## src/torus_grid_neighbour_walker_core_defines.svh

```systemverilog
// Assertion macros for the torus grid neighbour walker.
// Included by the RTL files that carry concurrent checks; needs no other file.
`ifndef TORUS_GRID_NEIGHBOUR_WALKER_CORE_DEFINES_SVH
`define TORUS_GRID_NEIGHBOUR_WALKER_CORE_DEFINES_SVH
`ifndef NO_ASSERTIONS
// same-cycle implication
`define TGNW_ASSERT_SAME(label, clk, rst_n, ante, cons, msg) \
  label: assert property (@(posedge clk) disable iff (!rst_n) (ante) |-> (cons)) \
    else $error(msg);
// next-cycle implication
`define TGNW_ASSERT_NEXT(label, clk, rst_n, ante, cons, msg) \
  label: assert property (@(posedge clk) disable iff (!rst_n) (ante) |=> (cons)) \
    else $error(msg);
`else
`define TGNW_ASSERT_SAME(label, clk, rst_n, ante, cons, msg)
`define TGNW_ASSERT_NEXT(label, clk, rst_n, ante, cons, msg)
`endif
`endif

```

## src/tgnw_pkg.sv

```systemverilog
// Shared types and constants of the torus grid neighbour walker.
// No dependencies; used by the result channel interface, the offset evaluator and the core.
`default_nettype none
package tgnw_pkg;

  localparam int OUT_COORD_W = 8;   // coordinate width on the result channel
  localparam int OUT_DIMS    = 3;   // coordinate fields per result
  localparam int CFG_IDX_W   = 3;
  localparam int CFG_DATA_W  = 9;
  localparam int DIMS_W      = 2;
  localparam int GRID_W      = 9;
  localparam int DIST_W      = 2;

  localparam logic [DIMS_W-1:0] DIMS_RST  = 2'd3;
  localparam logic [GRID_W-1:0] GRID_RST  = 9'd4;
  localparam logic              TORUS_RST = 1'b1;
  localparam logic [DIST_W-1:0] MIN_RST   = 2'd1;
  localparam logic [DIST_W-1:0] MAX_RST   = 2'd3;

  typedef enum logic [CFG_IDX_W-1:0] {
    CFG_DIMS  = 3'd0,
    CFG_GRID  = 3'd1,
    CFG_TORUS = 3'd2,
    CFG_MIN   = 3'd3,
    CFG_MAX   = 3'd4
  } cfg_idx_t;

  // one offset digit: -1, 0 or +1
  typedef enum logic [1:0] {
    DIG_ZERO = 2'd0,
    DIG_NEG  = 2'd1,
    DIG_POS  = 2'd2
  } digit_t;

  typedef enum logic [1:0] {
    ST_IDLE,
    ST_WALK,
    ST_END
  } state_t;

  typedef enum logic {
    KIND_ARC = 1'b0,
    KIND_END = 1'b1
  } kind_t;

  typedef struct packed {
    logic keep;
    logic precedes;
    logic wrapped;
  } eval_flags_t;

endpackage
`default_nettype wire

```

## src/tgnw_if.sv

```systemverilog
// Valid/ready channel interfaces of the torus grid neighbour walker.
// Depends on tgnw_pkg for the result coordinate width.
`default_nettype none
interface tgnw_in_if;
  logic valid;
  logic ready;
  logic restart;

  modport source (output valid, output restart, input ready);
  modport sink   (input valid, input restart, output ready);
endinterface

interface tgnw_out_if;
  import tgnw_pkg::*;
  logic                   valid;
  logic                   ready;
  logic                   result_kind;
  logic [OUT_COORD_W-1:0] node_x;
  logic [OUT_COORD_W-1:0] node_y;
  logic [OUT_COORD_W-1:0] node_z;
  logic [OUT_COORD_W-1:0] neighbour_x;
  logic [OUT_COORD_W-1:0] neighbour_y;
  logic [OUT_COORD_W-1:0] neighbour_z;
  logic                   neighbour_precedes;
  logic                   wrapped;
  logic                   final_node;
  logic                   last_of_run;

  modport source (output valid, output result_kind, output node_x, output node_y,
                  output node_z, output neighbour_x, output neighbour_y,
                  output neighbour_z, output neighbour_precedes, output wrapped,
                  output final_node, output last_of_run, input ready);
  modport sink   (input valid, input result_kind, input node_x, input node_y,
                  input node_z, input neighbour_x, input neighbour_y,
                  input neighbour_z, input neighbour_precedes, input wrapped,
                  input final_node, input last_of_run, output ready);
endinterface
`default_nettype wire

```

## src/tgnw_offset_eval.sv

```systemverilog
// Shared offset evaluator: applies one offset vector to the current node.
// Depends on tgnw_pkg (digit_t, eval_flags_t).
`default_nettype none
module tgnw_offset_eval #(
  parameter int MAX_DIMS   = 3,
  parameter int COORD_BITS = 8
) (
  input  logic [MAX_DIMS-1:0]           dim_en,
  input  logic [COORD_BITS-1:0]         node [MAX_DIMS],
  input  tgnw_pkg::digit_t              digit [MAX_DIMS],
  input  logic [COORD_BITS:0]           n_m1,
  input  logic                          torus,
  input  logic [tgnw_pkg::DIST_W-1:0]   min_dist,
  input  logic [tgnw_pkg::DIST_W-1:0]   max_dist,
  output logic [COORD_BITS-1:0]         nbr [MAX_DIMS],
  output tgnw_pkg::eval_flags_t         flags
);
  import tgnw_pkg::*;

  localparam int J_W   = COORD_BITS + 2;
  localparam int CNT_W = $clog2(MAX_DIMS + 1);

  logic signed [J_W-1:0] step [MAX_DIMS];
  logic signed [J_W-1:0] j    [MAX_DIMS];
  logic [MAX_DIMS-1:0]   lo, hi, nz;
  logic                  off_grid, wrap_en, prec;
  logic [CNT_W-1:0]      nnz;

  always_comb begin
    for (int k = 0; k < MAX_DIMS; k++) begin
      unique case (digit[k])
        DIG_NEG: step[k] = -J_W'(1);
        DIG_POS: step[k] = J_W'(1);
        default: step[k] = '0;
      endcase
      j[k]  = $signed({2'b00, node[k]}) + step[k];
      lo[k] = dim_en[k] && (j[k] < 0);
      hi[k] = dim_en[k] && (j[k] > $signed({1'b0, n_m1}));
      nz[k] = dim_en[k] && (digit[k] != DIG_ZERO);
    end
    off_grid = |(lo | hi);
    wrap_en  = torus && off_grid;
    nnz      = CNT_W'($countones(nz));

    // in torus mode only the dims that leave the grid wrap; the others keep their step
    for (int k = 0; k < MAX_DIMS; k++) begin
      if (!dim_en[k])          nbr[k] = '0;
      else if (wrap_en && lo[k]) nbr[k] = COORD_BITS'(n_m1);
      else if (wrap_en && hi[k]) nbr[k] = '0;
      else                     nbr[k] = COORD_BITS'(j[k]);
    end

    // highest differing dim decides; equal counts as preceding
    prec = 1'b1;
    for (int k = 0; k < MAX_DIMS; k++) begin
      if (dim_en[k] && (nbr[k] != node[k])) prec = (nbr[k] < node[k]);
    end

    flags.keep     = (torus || !off_grid) && (int'(nnz) >= int'(min_dist))
                     && (int'(nnz) <= int'(max_dist));
    flags.precedes = prec;
    flags.wrapped  = wrap_en;
  end

endmodule
`default_nettype wire

```

## src/torus_grid_neighbour_walker_core.sv

```systemverilog
// Top level of the torus grid neighbour walker: sequencer, node and offset
// state, config registers and result register. Depends on tgnw_pkg, tgnw_if,
// tgnw_offset_eval and the assertion macro header.
//
// Each input item (a tick) handles the current node of a grid with up to
// MAX_DIMS dimensions: it emits one arc item per kept neighbour offset
// (digits -1/+1/0, digit 0 fastest, all-zero excluded, nonzero count within
// [min_distance, max_distance], off-grid skipped in cube mode, wrapped in
// torus mode), then one end-of-node item, and advances the node like an
// odometer. After the last node the walker is done and ignores ticks until
// one with restart set. Order: the tick is taken in the idle state, then the
// sequencer visits one offset per cycle, while the result register can take
// an item, through the single offset evaluator, then the end state emits
// the end item; back pressure on the result register stalls the walk.
// in_ch.ready is high only between ticks. Config writes are taken any
// cycle but must only happen while the walker is idle.
`default_nettype none
`include "torus_grid_neighbour_walker_core_defines.svh"
module torus_grid_neighbour_walker_core #(
  parameter int MAX_DIMS   = 3,
  parameter int COORD_BITS = 8
) (
  input  logic                           clk,
  input  logic                           rst_n,
  tgnw_in_if.sink                        in_ch,
  tgnw_out_if.source                     out_ch,
  input  logic                           cfg_we,
  input  logic [tgnw_pkg::CFG_IDX_W-1:0]  cfg_index,
  input  logic [tgnw_pkg::CFG_DATA_W-1:0] cfg_wdata
);
  import tgnw_pkg::*;

  localparam int N_W  = COORD_BITS + 1;
  localparam int MAXN = 1 << COORD_BITS;

  // config registers
  logic [DIMS_W-1:0] dims_r;
  logic [GRID_W-1:0] grid_r;
  logic              torus_r;
  logic [DIST_W-1:0] min_r, max_r;

  // walker state
  state_t                  state_r, state_nxt;
  logic [COORD_BITS-1:0]   node_r  [MAX_DIMS];
  logic [COORD_BITS-1:0]   node_nxt[MAX_DIMS];
  digit_t                  digit_r  [MAX_DIMS];
  digit_t                  digit_nxt[MAX_DIMS];
  logic                    done_r, done_nxt;

  // result register
  logic                   out_valid_r, out_valid_nxt;
  logic                   out_kind_r, out_kind_nxt;
  logic [OUT_COORD_W-1:0] out_node_r [OUT_DIMS];
  logic [OUT_COORD_W-1:0] out_node_nxt[OUT_DIMS];
  logic [OUT_COORD_W-1:0] out_nbr_r  [OUT_DIMS];
  logic [OUT_COORD_W-1:0] out_nbr_nxt[OUT_DIMS];
  logic                   out_prec_r, out_prec_nxt;
  logic                   out_wrap_r, out_wrap_nxt;
  logic                   out_final_r, out_final_nxt;
  logic                   out_last_r, out_last_nxt;

  // datapath
  logic [MAX_DIMS-1:0]    dim_en;
  logic [N_W-1:0]         n_eff, n_m1;
  logic [COORD_BITS-1:0]  nbr [MAX_DIMS];
  eval_flags_t            flags;
  digit_t                 digit_adv[MAX_DIMS];
  logic                   digit_wrap;
  logic [COORD_BITS-1:0]  odo_node[MAX_DIMS];
  logic                   odo_carry;
  logic [OUT_COORD_W-1:0] node_pad[OUT_DIMS];
  logic [OUT_COORD_W-1:0] nbr_pad [OUT_DIMS];
  logic                   in_acc, out_free, tick_live, node_zero;

  assign in_acc    = in_ch.valid && in_ch.ready;
  assign out_free  = !out_valid_r || out_ch.ready;
  assign tick_live = !done_r || in_ch.restart;
  assign in_ch.ready = (state_r == ST_IDLE);

  // dims 0 acts as 1, above MAX_DIMS as MAX_DIMS; grid size clamped to [1, 2^COORD_BITS]
  always_comb begin
    for (int k = 0; k < MAX_DIMS; k++) dim_en[k] = (k == 0) || (k < int'(dims_r));
    if (grid_r == '0)                n_eff = N_W'(1);
    else if (int'(grid_r) > MAXN)    n_eff = N_W'(MAXN);
    else                             n_eff = N_W'(grid_r);
    n_m1 = n_eff - N_W'(1);
  end

  tgnw_offset_eval #(
    .MAX_DIMS  (MAX_DIMS),
    .COORD_BITS(COORD_BITS)
  ) u_eval (
    .dim_en  (dim_en),
    .node    (node_r),
    .digit   (digit_r),
    .n_m1    (n_m1),
    .torus   (torus_r),
    .min_dist(min_r),
    .max_dist(max_r),
    .nbr     (nbr),
    .flags   (flags)
  );

  // offset odometer: -1 -> +1 -> 0 and carry; carry out of the top dim ends the walk
  always_comb begin
    digit_wrap = 1'b1;
    for (int k = 0; k < MAX_DIMS; k++) begin
      digit_adv[k] = digit_r[k];
      if (digit_wrap && dim_en[k]) begin
        unique case (digit_r[k])
          DIG_ZERO: begin
            digit_adv[k] = DIG_NEG;
            digit_wrap   = 1'b0;
          end
          DIG_NEG: begin
            digit_adv[k] = DIG_POS;
            digit_wrap   = 1'b0;
          end
          default: digit_adv[k] = DIG_ZERO;
        endcase
      end
    end
  end

  // node odometer; a coordinate at or past the edge goes to 0 and carries
  always_comb begin
    odo_carry = 1'b1;
    for (int k = 0; k < MAX_DIMS; k++) begin
      odo_node[k] = node_r[k];
      if (odo_carry && dim_en[k]) begin
        if (({1'b0, node_r[k]} + N_W'(1)) < n_eff) begin
          odo_node[k] = node_r[k] + COORD_BITS'(1);
          odo_carry   = 1'b0;
        end else begin
          odo_node[k] = '0;
        end
      end
    end
  end

  always_comb begin
    node_zero = 1'b1;
    for (int k = 0; k < MAX_DIMS; k++) if (node_r[k] != '0) node_zero = 1'b0;
  end

  // pad to the three result coordinate fields
  for (genvar g = 0; g < OUT_DIMS; g++) begin : g_pad
    if (g < MAX_DIMS) begin : g_used
      assign node_pad[g] = OUT_COORD_W'(node_r[g]);
      assign nbr_pad[g]  = OUT_COORD_W'(nbr[g]);
    end else begin : g_unused
      assign node_pad[g] = '0;
      assign nbr_pad[g]  = '0;
    end
  end

  // next state
  always_comb begin
    state_nxt = state_r;
    unique case (state_r)
      ST_IDLE: if (in_acc && tick_live) state_nxt = ST_WALK;
      ST_WALK: if (out_free && digit_wrap) state_nxt = ST_END;
      ST_END:  if (out_free) state_nxt = ST_IDLE;
      default: state_nxt = ST_IDLE;
    endcase
  end

  // datapath and result register updates
  always_comb begin
    node_nxt      = node_r;
    digit_nxt     = digit_r;
    done_nxt      = done_r;
    out_valid_nxt = out_valid_r && !out_ch.ready;
    out_kind_nxt  = out_kind_r;
    out_node_nxt  = out_node_r;
    out_nbr_nxt   = out_nbr_r;
    out_prec_nxt  = out_prec_r;
    out_wrap_nxt  = out_wrap_r;
    out_final_nxt = out_final_r;
    out_last_nxt  = out_last_r;
    unique case (state_r)
      ST_IDLE: begin
        if (in_acc && tick_live) begin
          done_nxt = 1'b0;
          for (int k = 0; k < MAX_DIMS; k++) begin
            node_nxt[k]  = (in_ch.restart || !dim_en[k]) ? '0 : node_r[k];
            digit_nxt[k] = (k == 0) ? DIG_NEG : DIG_ZERO;
          end
        end
      end
      ST_WALK: begin
        if (out_free) begin
          digit_nxt = digit_adv;
          if (flags.keep) begin
            out_valid_nxt = 1'b1;
            out_kind_nxt  = KIND_ARC;
            out_node_nxt  = node_pad;
            out_nbr_nxt   = nbr_pad;
            out_prec_nxt  = flags.precedes;
            out_wrap_nxt  = flags.wrapped;
            out_final_nxt = 1'b0;
            out_last_nxt  = 1'b0;
          end
        end
      end
      ST_END: begin
        if (out_free) begin
          out_valid_nxt = 1'b1;
          out_kind_nxt  = KIND_END;
          out_node_nxt  = node_pad;
          for (int k = 0; k < OUT_DIMS; k++) out_nbr_nxt[k] = '0;
          out_prec_nxt  = 1'b0;
          out_wrap_nxt  = 1'b0;
          out_final_nxt = odo_carry;
          out_last_nxt  = 1'b1;
          node_nxt      = odo_node;
          done_nxt      = odo_carry;
        end
      end
      default: ;
    endcase
  end

  always_ff @(posedge clk) begin
    if (!rst_n) begin
      state_r     <= ST_IDLE;
      done_r      <= 1'b0;
      out_valid_r <= 1'b0;
      dims_r      <= DIMS_RST;
      grid_r      <= GRID_RST;
      torus_r     <= TORUS_RST;
      min_r       <= MIN_RST;
      max_r       <= MAX_RST;
      for (int k = 0; k < MAX_DIMS; k++) begin
        node_r[k]  <= '0;
        digit_r[k] <= (k == 0) ? DIG_NEG : DIG_ZERO;
      end
    end else begin
      state_r     <= state_nxt;
      done_r      <= done_nxt;
      out_valid_r <= out_valid_nxt;
      node_r      <= node_nxt;
      digit_r     <= digit_nxt;
      if (cfg_we) begin
        unique case (cfg_index)
          CFG_DIMS:  dims_r  <= cfg_wdata[DIMS_W-1:0];
          CFG_GRID:  grid_r  <= cfg_wdata[GRID_W-1:0];
          CFG_TORUS: torus_r <= cfg_wdata[0];
          CFG_MIN:   min_r   <= cfg_wdata[DIST_W-1:0];
          CFG_MAX:   max_r   <= cfg_wdata[DIST_W-1:0];
          default: ;
        endcase
      end
    end
  end

  // result payload, no reset needed
  always_ff @(posedge clk) begin
    out_kind_r  <= out_kind_nxt;
    out_node_r  <= out_node_nxt;
    out_nbr_r   <= out_nbr_nxt;
    out_prec_r  <= out_prec_nxt;
    out_wrap_r  <= out_wrap_nxt;
    out_final_r <= out_final_nxt;
    out_last_r  <= out_last_nxt;
  end

  assign out_ch.valid              = out_valid_r;
  assign out_ch.result_kind        = out_kind_r;
  assign out_ch.node_x             = out_node_r[0];
  assign out_ch.node_y             = out_node_r[1];
  assign out_ch.node_z             = out_node_r[2];
  assign out_ch.neighbour_x        = out_nbr_r[0];
  assign out_ch.neighbour_y        = out_nbr_r[1];
  assign out_ch.neighbour_z        = out_nbr_r[2];
  assign out_ch.neighbour_precedes = out_prec_r;
  assign out_ch.wrapped            = out_wrap_r;
  assign out_ch.final_node         = out_final_r;
  assign out_ch.last_of_run        = out_last_r;

  // finished grid parks the node at the origin
  `TGNW_ASSERT_SAME(a_done_at_origin, clk, rst_n, done_r, node_zero, "done with node off origin")
  // a tick on a finished grid without restart produces nothing
  `TGNW_ASSERT_NEXT(a_done_tick_idle, clk, rst_n, in_acc && done_r && !in_ch.restart, state_r == ST_IDLE, "tick after done started a walk")
  // the end item closes every walk
  `TGNW_ASSERT_NEXT(a_end_item, clk, rst_n, state_r == ST_END && out_free, state_r == ST_IDLE && out_valid_r && out_kind_r == KIND_END && out_last_r, "end item missing")
  // arc items never carry end flags
  `TGNW_ASSERT_SAME(a_arc_flags, clk, rst_n, out_valid_r && out_kind_r == KIND_ARC, !out_last_r && !out_final_r, "arc item with end flags")

endmodule
`default_nettype wire
```

## src/flat_wrapper.sv

```systemverilog
// flat-port wrapper written by rule: the top's interface ports become plain ports
module torus_grid_neighbour_walker_core_flat import tgnw_pkg::*;
#(
  parameter int MAX_DIMS   = 3,
  parameter int COORD_BITS = 8
)
  (clk, rst_n, cfg_we, cfg_index, cfg_wdata, in_ch_valid, in_ch_restart, in_ch_ready, out_ch_valid, out_ch_result_kind, out_ch_node_x, out_ch_node_y, out_ch_node_z, out_ch_neighbour_x, out_ch_neighbour_y, out_ch_neighbour_z, out_ch_neighbour_precedes, out_ch_wrapped, out_ch_final_node, out_ch_last_of_run, out_ch_ready);
  tgnw_in_if in_ch_i ();
  tgnw_out_if out_ch_i ();
  input  logic clk;
  input  logic rst_n;
  input  logic cfg_we;
  input  logic [tgnw_pkg::CFG_IDX_W-1:0] cfg_index;
  input  logic [tgnw_pkg::CFG_DATA_W-1:0] cfg_wdata;
  input wire logic [$bits(in_ch_i.valid)-1:0] in_ch_valid;
  input wire logic [$bits(in_ch_i.restart)-1:0] in_ch_restart;
  output wire logic [$bits(in_ch_i.ready)-1:0] in_ch_ready;
  output wire logic [$bits(out_ch_i.valid)-1:0] out_ch_valid;
  output wire logic [$bits(out_ch_i.result_kind)-1:0] out_ch_result_kind;
  output wire logic [$bits(out_ch_i.node_x)-1:0] out_ch_node_x;
  output wire logic [$bits(out_ch_i.node_y)-1:0] out_ch_node_y;
  output wire logic [$bits(out_ch_i.node_z)-1:0] out_ch_node_z;
  output wire logic [$bits(out_ch_i.neighbour_x)-1:0] out_ch_neighbour_x;
  output wire logic [$bits(out_ch_i.neighbour_y)-1:0] out_ch_neighbour_y;
  output wire logic [$bits(out_ch_i.neighbour_z)-1:0] out_ch_neighbour_z;
  output wire logic [$bits(out_ch_i.neighbour_precedes)-1:0] out_ch_neighbour_precedes;
  output wire logic [$bits(out_ch_i.wrapped)-1:0] out_ch_wrapped;
  output wire logic [$bits(out_ch_i.final_node)-1:0] out_ch_final_node;
  output wire logic [$bits(out_ch_i.last_of_run)-1:0] out_ch_last_of_run;
  input wire logic [$bits(out_ch_i.ready)-1:0] out_ch_ready;
  assign in_ch_i.valid = in_ch_valid;
  assign in_ch_i.restart = in_ch_restart;
  assign in_ch_ready = in_ch_i.ready;
  assign out_ch_valid = out_ch_i.valid;
  assign out_ch_result_kind = out_ch_i.result_kind;
  assign out_ch_node_x = out_ch_i.node_x;
  assign out_ch_node_y = out_ch_i.node_y;
  assign out_ch_node_z = out_ch_i.node_z;
  assign out_ch_neighbour_x = out_ch_i.neighbour_x;
  assign out_ch_neighbour_y = out_ch_i.neighbour_y;
  assign out_ch_neighbour_z = out_ch_i.neighbour_z;
  assign out_ch_neighbour_precedes = out_ch_i.neighbour_precedes;
  assign out_ch_wrapped = out_ch_i.wrapped;
  assign out_ch_final_node = out_ch_i.final_node;
  assign out_ch_last_of_run = out_ch_i.last_of_run;
  assign out_ch_i.ready = out_ch_ready;
  torus_grid_neighbour_walker_core #(.MAX_DIMS(MAX_DIMS), .COORD_BITS(COORD_BITS)) u_core (.clk(clk), .rst_n(rst_n), .in_ch(in_ch_i), .out_ch(out_ch_i), .cfg_we(cfg_we), .cfg_index(cfg_index), .cfg_wdata(cfg_wdata));
endmodule
```

## config.mk

```make
export PLATFORM = sky130hd
export DESIGN_NAME = torus_grid_neighbour_walker_core_flat
export DESIGN_NICKNAME = d
export VERILOG_FILES = /design/src/tgnw_pkg.sv /design/src/tgnw_if.sv /design/src/tgnw_offset_eval.sv /design/src/torus_grid_neighbour_walker_core.sv /design/src/flat_wrapper.sv
export VERILOG_INCLUDE_DIRS = /design/src /design/src/src
export SDC_FILE = /design/constraint.sdc
export NUM_CORES = 1
export LEC_CHECK = 0
export ABC_CLOCK_PERIOD_IN_PS = 9300
export CAP_MARGIN = 0
export CORE_MARGIN = 3
export CORE_UTILIZATION = 35
export CTS_CLUSTER_SIZE = 12
export DETAILED_ROUTE_END_ITERATION = 6
export DONT_BUFFER_PORTS = 1
export PLACE_DENSITY = 0.47
export SLEW_MARGIN = 20
export SYNTH_ARGS = -nofsm -noshare
export SYNTH_HDL_FRONTEND = slang
export SYNTH_HIERARCHICAL = 1
export SYNTH_SLANG_ARGS = --single-unit
```

## constraint.sdc

```tcl
create_clock -name clk -period 9.3 [get_ports clk]
set_input_delay 1.395 -clock clk [delete_from_list [all_inputs] [get_ports clk]]
set_output_delay 1.395 -clock clk [all_outputs]
set_load 0.02 [all_outputs]
```

==> flow_summary.rst, run 1 <==
.. list-table::
   :header-rows: 1

   * - Metric
     - Value
   * - Yosys reg bits
     - 102
   * - Final max-slew violation count
     - 0
   * - EDFF count, synth
     - 52
   * - Wirelength, routed
     - 24570 um
   * - Starting density of the core
     - 0.3591
   * - Number of clock sinks seen by CTS
     - 102
   * - Top area cells in the synthesized netlist
     - edfxtp_1 18%, ha_1 14%, dfxtp_1 12%, nand2_1 4.1%, a21oi_1 3.4%
   * - Router iterations before antenna repair
     - 5
   * - Main synth FF type
     - edfxtp_1
   * - Post-detailed-route count of antenna-violating nets
     - 0
   * - Total core area
     - 23610 sq um
   * - Static Leak
     - 3.615 nW
   * - Overall overflow remaining after global route
     - 0
   * - Number of instances resized during post-cts repair
     - 0
   * - Post-layout nets
     - 1070
   * - List of cells traversed by the critical path
     - or4_1 > o21ai_0 > inv_1 > ha_1 > nor3b_1 > o21ai_0 > inv_1 > ha_1 > o21ai_0 > a21oi_1 > a221oi_1 > o311ai_0 > nor4_2 > o21a_1 > mux2i_1 > nor2_4 > buf_4
   * - Inserted Diodes
     - 0
   * - Max Root-Sink Buffers
     - 2
   * - Most frequent cells in the layout
     - 98 x ha_1, 93 x nand2_1, 65 x inv_1
   * - Number of endpoints with negative hold slack in the final report
     - 0
   * - Critical path launch point type
     - register
   * - Worst path buffer plus inverter count
     - 3
   * - Worst vdd ir
     - 84.38 uV
   * - Total setup buffers inserted after CTS
     - 0
   * - Number of instances in the synthesized netlist
     - 972
   * - Critical-path cell with the highest stage delay
     - nor2_4
   * - CTS buffer count
     - 9
   * - Worst hold path class
     - register to register
   * - Yosys warning total
     - 6
   * - DRC viols
     - 0
   * - Area growth from synthesis to layout
     - 6.758%
   * - Share of the synthesized area in the top cell type
     - 0.1842
   * - Final setup TNS
     - 0 ns
   * - Maximum fanout count along the critical path
     - 27
   * - Number of buffers added on ports
     - 0
   * - Die area
     - 26130 sq um
   * - Largest net degree at the start of global routing
     - 39
   * - Setup violation total in the final timing report
     - 0
   * - Count of max-cap constraint violations
     - 0
   * - CTS tree
     - yes
   * - Hold slack final
     - 0.4830 ns
   * - Final period demand of the worst path
     - 6.111 ns
   * - Setup crit end kind
     - register
   * - Status
     - finished clean
   * - Number of placed I/O pins
     - 73
   * - Detailed-route via count
     - 7083
   * - Worst Slack Setup Final
     - 3.189 ns
   * - Start-to-end type of the worst setup path
     - register to register
   * - Post-route fraction of the period consumed by the critical path
     - 0.6571
   * - Deepest level of the CTS H-tree
     - 3
   * - Highest metal used
     - met4
   * - Number of vias per cell after detailed routing
     - 5.547
   * - Die height
     - 161.7 um
   * - Clock root buffer master
     - clkbuf_16
   * - Sequential fraction of the synthesis area
     - 0.3022
   * - Data arrival, critical path
     - 6.13 ns
   * - Antenna violations before repair
     - 0
   * - Most used cell along the critical path
     - o21ai_0
   * - Overall track demand over capacity in global routing
     - 0.1863
   * - Worst slack at placement
     - 3.145 ns
   * - Number of distinct library cell variants in the gate-level netlist after synthesis
     - 93
   * - Routed wirelength normalized by instance count
     - 19.24 um
   * - Worst-Margin Slew
     - 0.9722 ns
   * - Peak clock frequency supported by timing
     - 0.1636 GHz
   * - Unrepaired setup endpoints after global routing
     - no
   * - Kind of cell adding the most delay to the critical path
     - compound AO/OA/AOI/OAI gates
   * - Die width
     - 161.7 um
   * - Fin Clk Skew
     - 0.008631 ns
   * - FILL cells
     - 2429
   * - Post-synth ARST share
     - 0
   * - Length of routed met2 wiring
     - 10730 um
   * - Global-route wire length before repair
     - 38300 um
   * - GPL Wtd Cong
     - 0.8562
   * - Fraction of final layout cells with drive strength greater than 1
     - 0.05532
   * - Yosys top cell by area
     - edfxtp_1
   * - Standard-cell rows
     - 56
   * - Met3 WL post-DR
     - 1051 um
   * - Clk_lat worst skew
     - 0.36 ns
   * - Met1 wire length
     - 12080 um
   * - Hold Buf Count CTS
     - 0
   * - Post-synthesis area per instance
     - 8.724 sq um
   * - Most common cell after layout, fill and taps aside
     - ha_1
   * - Slew headroom
     - 0.3479
   * - Layout Utilization
     - 0.3834
   * - Vias in the first global route
     - 6604
   * - Delay of the slowest cell on the worst path
     - 0.62 ns
   * - P per Cell Area
     - 134.8 nW/um^2
   * - Required time of the critical path
     - 9.32 ns
   * - Post-synthesis instance area
     - 8479 sq um
   * - HPWL after detailed placement
     - 18800 um
   * - DRC violation total after the first TritonRoute iteration
     - 598
   * - Register clock-pin slew on the reported worst setup and hold paths
     - 0.07 ns
-- final timing paths --
path                                                     from                                   to  slack [ns]  cells after the start
worst max-delay path            u_core/grid_r[5]$_SDFFE_PN0P_  u_core/out_ch.last_of_run$_DFFE_PP_        3.19                     17
worst min-delay path             u_core/max_r[1]$_SDFFE_PN1P_         u_core/max_r[1]$_SDFFE_PN1P_        0.48                      2
worst max register to register  u_core/grid_r[5]$_SDFFE_PN0P_  u_core/out_ch.last_of_run$_DFFE_PP_        3.19                     17
worst min register to register   u_core/max_r[1]$_SDFFE_PN1P_         u_core/max_r[1]$_SDFFE_PN1P_        0.48                      2
-- area by class of cell --
class / count / area (sq um) / share of cell area
clock buffers: 12 / 267.8 / 0.02958
flip-flops and latches: 102 / 2562 / 0.2831
multi-input cells: 768 / 5483 / 0.6057
clock inverters: 4 / 51.30 / 0.005667
well taps: 319 / 399.1 / 0.04409
repair buffers: 5 / 37.54 / 0.004147
inverters: 67 / 251.5 / 0.02778
-- stage by stage --
step                      cell area [sq um]  total power, mW  cells
after floorplan                        8494           0.7545    976
after global placement                 8733           0.8191   1261
after detailed placement               8733           0.8171   1261
after CTS                              9052            1.241   1277
after global routing                   9052            1.289   1277
final                                  9052            1.220   1277
-- power by group --
part	total, mW	internal [mW]	switching [mW]	leakage [nW]
Clock	0.412	0.234	0.178	0.156
Sequential	0.558	0.512	0.0463	0.894
Combinational	0.251	0.0901	0.160	2.57
-- per-layer routing --
layer	up-vias	global-route usage
met5	-	0
met4	0	0.06514
met3	36	0.02882
met2	192	0.2857
met1	3321	0.2671
li1	3534	-
-- sequential cells by signal, summed over array words and instances, names as in the netlist --
signal / count
u_core/node_pad: 24
u_core/grid_r: 9
u_core/out_ch.neighbour_x: 8
u_core/out_ch.neighbour_y: 8
u_core/out_ch.neighbour_z: 8
u_core/out_ch.node_x: 8
u_core/out_ch.node_y: 8
u_core/out_ch.node_z: 8
u_core/digit_r: 6
u_core/dims_r: 2
u_core/max_r: 2
u_core/min_r: 2
u_core/state_r: 2
u_core/done_r: 1
u_core/out_ch.final_node: 1
u_core/out_ch.last_of_run: 1
u_core/out_ch.neighbour_precedes: 1
u_core/out_ch.valid: 1
u_core/out_ch.wrapped: 1
u_core/torus_r: 1
-- cells by family (layout without fill, tap and decap cells) --
family,count (synthesis),in the layout,synth area share
flip-flops,102,102,0.3022
other,1,5,0.0004422
AO/OA/AOI/OAI,264,264,0.2207
adder cells (fa/ha/maj),100,100,0.1481
AND/OR/NAND/NOR,336,336,0.2072
multiplexers,13,13,0.01579
buffers and inverters,106,88,0.05386
XOR/XNOR,50,50,0.05165
-- Yosys cell counts (4+ instances only) --
cell and number:
a211o_1 8, a211oi_1 11, a21boi_1 7, a21o_1 13, a21oi_1 57, a22o_1 10
a22oi_1 13, a31oi_1 5, a32oi_1 4, and2_1 5, and3_1 15, and3b_1 4
and4_1 4, buf_2 8, buf_4 5, buf_6 4, clkbuf_1 20, dfxtp_1 50
edfxtp_1 52, ha_1 98, inv_1 66, mux2i_1 12, nand2_1 93, nand2b_1 13
nand3_1 32, nand3b_1 7, nand4_1 11, nor2_1 62, nor2b_1 44, nor3_1 10
o211ai_1 11, o21a_1 10, o21ai_0 45, o21ai_1 7, o22ai_1 6, o31ai_1 8
o41ai_1 4, or2_2 6, or3_1 4, or4_1 4, xnor2_1 29, xor2_1 21
-- worst min-delay path, delay by kind of cell (launching register included) --
| kind | cells | cell delay, ns |
|---|---|---|
| multiplexers | 1 | 0.07 |
| AND/OR/NAND/NOR | 1 | 0.06 |
| flip-flops | 1 | 0.33 |
Note: power is estimated with default switching activity, not from simulation.
==> run 2, diff against run 1 <==
--- a/config.mk
+++ b/config.mk
@@ -6,7 +6,7 @@
 export SDC_FILE = /design/constraint.sdc
 export NUM_CORES = 1
 export LEC_CHECK = 0
-export ABC_CLOCK_PERIOD_IN_PS = 9300
+export ABC_CLOCK_PERIOD_IN_PS = 5950
 export CAP_MARGIN = 0
 export CORE_MARGIN = 3
 export CORE_UTILIZATION = 35
==> constraint.sdc (replaced) <==
create_clock -name clk -period 5.95 [get_ports clk]
set_input_delay 0.8925 -clock clk [delete_from_list [all_inputs] [get_ports clk]]
set_output_delay 0.8925 -clock clk [all_outputs]
set_load 0.02 [all_outputs]
==> run 2 against run 1 <==
Compared with the run above: count of clock-buffer cells in the layout unchanged; setup slack worse by 2.9 ns; clock skew up 0.0068 ns; final cell count up 1.8%; critical path depth up 8; via count about the same; die area unchanged; sequential share of layout area down 0.65 points; first-iteration DRC count down 16%; critical path type unchanged; critical endpoint is now u_core/out_ch.neighbour_precedes$_SDFFCE_PP0P_.
==> flow_summary.rst, run 2 (synthesized netlist as in run 1, its figures left out) <==
.. list-table::
   :header-rows: 1

   * - Metric
     - Value
   * - Router iterations before antenna repair
     - 6 (was 5)
   * - Non-Filler Cell Area, Final
     - 9270 sq um (was 9052 sq um)
   * - Worst Slack Setup Final
     - 0.2991 ns (was 3.189 ns)
   * - Unrepaired setup endpoints after global routing
     - no (unchanged)
   * - Static Leak
     - 3.735 nW (was 3.615 nW)
   * - Standard-cell rows
     - 56 (unchanged)
   * - Number of flip-flops in the largest register
     - 24 (unchanged)
   * - Peak clock frequency supported by timing
     - 0.1770 GHz (was 0.1636 GHz)
   * - Slew headroom
     - 0.4254 (was 0.3479)
   * - Register clock-pin slew on the reported worst setup and hold paths
     - 0.08 ns (was 0.07 ns)
   * - Max Root-Sink Buffers
     - 2 (unchanged)
   * - Final setup TNS
     - 0 ns (unchanged)
   * - DRC violation total after the first TritonRoute iteration
     - 501 (was 598)
   * - Deepest level of the CTS H-tree
     - 3 (unchanged)
   * - Total core area
     - 23610 sq um (unchanged)
   * - Detailed-route via count
     - 7078 (was 7083)
   * - Start-to-end type of the worst setup path
     - register to register (unchanged)
   * - Setup crit end kind
     - register (unchanged)
   * - Fraction of final layout cells with drive strength greater than 1
     - 0.08665 (was 0.05532)
   * - DRC viols
     - 0 (unchanged)
   * - Post-layout nets
     - 1093 (was 1070)
   * - Largest net degree at the start of global routing
     - 39 (unchanged)
   * - Hold Buf Count CTS
     - 0 (unchanged)
   * - P per Cell Area
     - 204.8 nW/um^2 (was 134.8 nW/um^2)
   * - Length of routed met2 wiring
     - 10900 um (was 10730 um)
   * - Final period demand of the worst path
     - 5.651 ns (was 6.111 ns)
   * - Maximum fanout count along the critical path
     - 7 (was 27)
   * - Worst slack at placement
     - -0.2014 ns (was 3.145 ns)
   * - Setup violation total in the final timing report
     - 0 (unchanged)
   * - Most common cell after layout, fill and taps aside
     - ha_1 (unchanged)
   * - Cell depth of the worst min-delay path
     - 2 (unchanged)
   * - R2r setup slk
     - 0.30 ns (was 3.19 ns)
   * - Wirelength, routed
     - 24480 um (was 24570 um)
   * - End point of the most critical hold path
     - u_core/max_r[1]$_SDFFE_PN1P_ (unchanged)
   * - R2R depth
     - 25 (was 17)
   * - Number of placed I/O pins
     - 73 (unchanged)
   * - Post-route fraction of the period consumed by the critical path
     - 0.9497 (was 0.6571)
   * - Number of endpoints with negative hold slack in the final report
     - 0 (unchanged)
   * - Met1 wire length
     - 12170 um (was 12080 um)
   * - Die area
     - 26130 sq um (unchanged)
   * - Starting density of the core
     - 0.3591 (unchanged)
   * - Die height
     - 161.7 um (unchanged)
   * - Worst hold path class
     - register to register (unchanged)
   * - Global-route wire length before repair
     - 38470 um (was 38300 um)
   * - Most frequent cells in the layout
     - 98 x ha_1, 93 x nand2_1, 65 x inv_1 (unchanged)
   * - HPWL after detailed placement
     - 18800 um (about the same)
   * - Die width
     - 161.7 um (unchanged)
   * - CTS buffer count
     - 9 (unchanged)
   * - Area growth from synthesis to layout
     - 9.326% (was 6.758%)
   * - Clock root buffer master
     - clkbuf_16 (unchanged)
   * - Post-detailed-route count of antenna-violating nets
     - 0 (unchanged)
   * - Count of max-cap constraint violations
     - 0 (unchanged)
   * - Vias in the first global route
     - 6760 (was 6604)
   * - Min-Delay Startpoint
     - u_core/max_r[1]$_SDFFE_PN1P_ (unchanged)
   * - Overall overflow remaining after global route
     - 0 (unchanged)
   * - Cell Count Post-Placement
     - 1283 (was 1261)
   * - Antenna violations before repair
     - 0 (unchanged)
   * - GPL Wtd Cong
     - 0.8638 (was 0.8562)
   * - FILL cells
     - 2422 (was 2429)
   * - Worst-Margin Slew
     - 0.8567 ns (was 0.9722 ns)
   * - Number of clock sinks seen by CTS
     - 102 (unchanged)
   * - Highest metal used
     - met4 (unchanged)
   * - CTS tree
     - yes (unchanged)
   * - Reg-to-Reg End
     - u_core/out_ch.neighbour_precedes$_SDFFCE_PP0P_ (was u_core/out_ch.last_of_run$_DFFE_PP_)
   * - Number of vias per cell after detailed routing
     - 5.445 (was 5.547)
   * - Flip-flop and latch area
     - 2564 sq um (was 2562 sq um)
   * - Critical path launch point type
     - register (unchanged)
   * - Met3 WL post-DR
     - 987 um (was 1051 um)
   * - Data arrival, critical path
     - 5.75 ns (was 6.13 ns)
   * - Fin Clk Skew
     - 0.01542 ns (was 0.008631 ns)
   * - Clk_lat worst skew
     - 0.37 ns (was 0.36 ns)
   * - Worst vdd ir
     - 121.9 uV (was 84.38 uV)
   * - Status
     - finished clean (unchanged)
   * - Final Non-Filler Cells
     - 1300 (was 1277)
   * - Placed cell areas
     - 8924 sq um (was 8733 sq um)
   * - Inserted Diodes
     - 0 (unchanged)
   * - Overall track demand over capacity in global routing
     - 0.1882 (was 0.1863)
   * - Number of buffers added on ports
     - 0 (unchanged)
   * - Footprint of the multi-input gates
     - 5534 sq um (was 5483 sq um)
   * - Required time of the critical path
     - 6.05 ns (was 9.32 ns)
   * - Startpoint of the lowest-slack register-to-register path
     - u_core/digit_r[3]$_SDFFE_PN0P_ (was u_core/grid_r[5]$_SDFFE_PN0P_)
   * - Routed wirelength normalized by instance count
     - 18.83 um (was 19.24 um)
   * - Final max-slew violation count
     - 0 (unchanged)
## run 2: changes by cell type in the layout (fill, tap and decap cells not counted), moves of 2 or more
cell      previous run  this run
clkinv_1             2         0
buf_12               0         2
buf_4                5        26
o21ai_0             45        42
o21ai_1              7         9
## run 2: routing by layer
layer | global-route usage | vias to the layer above
li1 | - | 3564
met1 | 0.2671 | 3310
met2 | 0.3001 | 181
met3 | 0.02474 | 23
met4 | 0.05584 | 0
met5 | 0 | -
## run 2: worst max path at each step
stage | startpoint | end | slack, ns
after detailed placement | u_core/digit_r[2]$_SDFFE_PN0P_ | u_core/out_ch.neighbour_precedes$_SDFFCE_PP0P_ | -0.20
after global placement | u_core/digit_r[2]$_SDFFE_PN0P_ | u_core/out_ch.neighbour_precedes$_SDFFCE_PP0P_ | -0.19
after CTS | u_core/digit_r[2]$_SDFFE_PN0P_ | u_core/out_ch.neighbour_precedes$_SDFFCE_PP0P_ | 0.004
after floorplan | u_core/digit_r[0]$_SDFFE_PN0P_ | u_core/out_ch.final_node$_DFFE_PP_ | 0.26
final | u_core/digit_r[3]$_SDFFE_PN0P_ | u_core/out_ch.neighbour_precedes$_SDFFCE_PP0P_ | 0.30
after global routing | u_core/digit_r[3]$_SDFFE_PN0P_ | u_core/out_ch.neighbour_precedes$_SDFFCE_PP0P_ | 0.008
## run 2: what timing repair did
action / CTS / global route
pin swaps: 0 / 2
resized for setup: 2 / 11
setup endpoints to repair: 1 / 1
setup buffers: 0 / 1
## run 2: critical path, stage by stage, from the launching register on
cell       delay [ns]
dfxtp_1          0.39
inv_1            0.10
ha_1             0.32
ha_1             0.23
ha_1             0.20
a21boi_0         0.21
o22ai_1          0.17
nor4_2           0.25
a21oi_1          0.07
o221ai_1         0.19
o21ai_0          0.11
a22o_1           0.24
ha_1             0.29
nand3_1          0.10
nor3_1           0.06
a211oi_1         0.27
o31ai_2          0.14
a211o_1          0.34
and3_1           0.21
a22o_1           0.22
ha_1             0.33
nand4_1          0.15
o21ai_4          0.21
o2111ai_4        0.17
a31o_2           0.28
nor2b_1          0.13
## run 2: power breakdown
part	switching (mW)	internal (mW)	total (mW)
Sequential	0.0716	0.799	0.871
Clock	0.298	0.313	0.610
Combinational	0.255	0.162	0.418
Total	0.625	1.27	1.90
## run 2: through the flow
step                power (mW)  hold WS, ns  utilization
finish                   1.899       0.4801       0.3926
global route             1.994       0.5192       0.3926
detailed placement       1.291       0.4627       0.3779
CTS                      1.911       0.4858       0.3903
floorplan                1.178       0.4416            -
global placement         1.290       0.4689       0.3779
## run 2: cell type report
class / instances / area share
tap: 319 / 0.04306
clock inverter: 4 / 0.003104
sequential: 102 / 0.2766
multi-input combinational: 768 / 0.5970
clock buffer: 12 / 0.02780
timing repair buffer: 28 / 0.02537
inverter: 67 / 0.02713
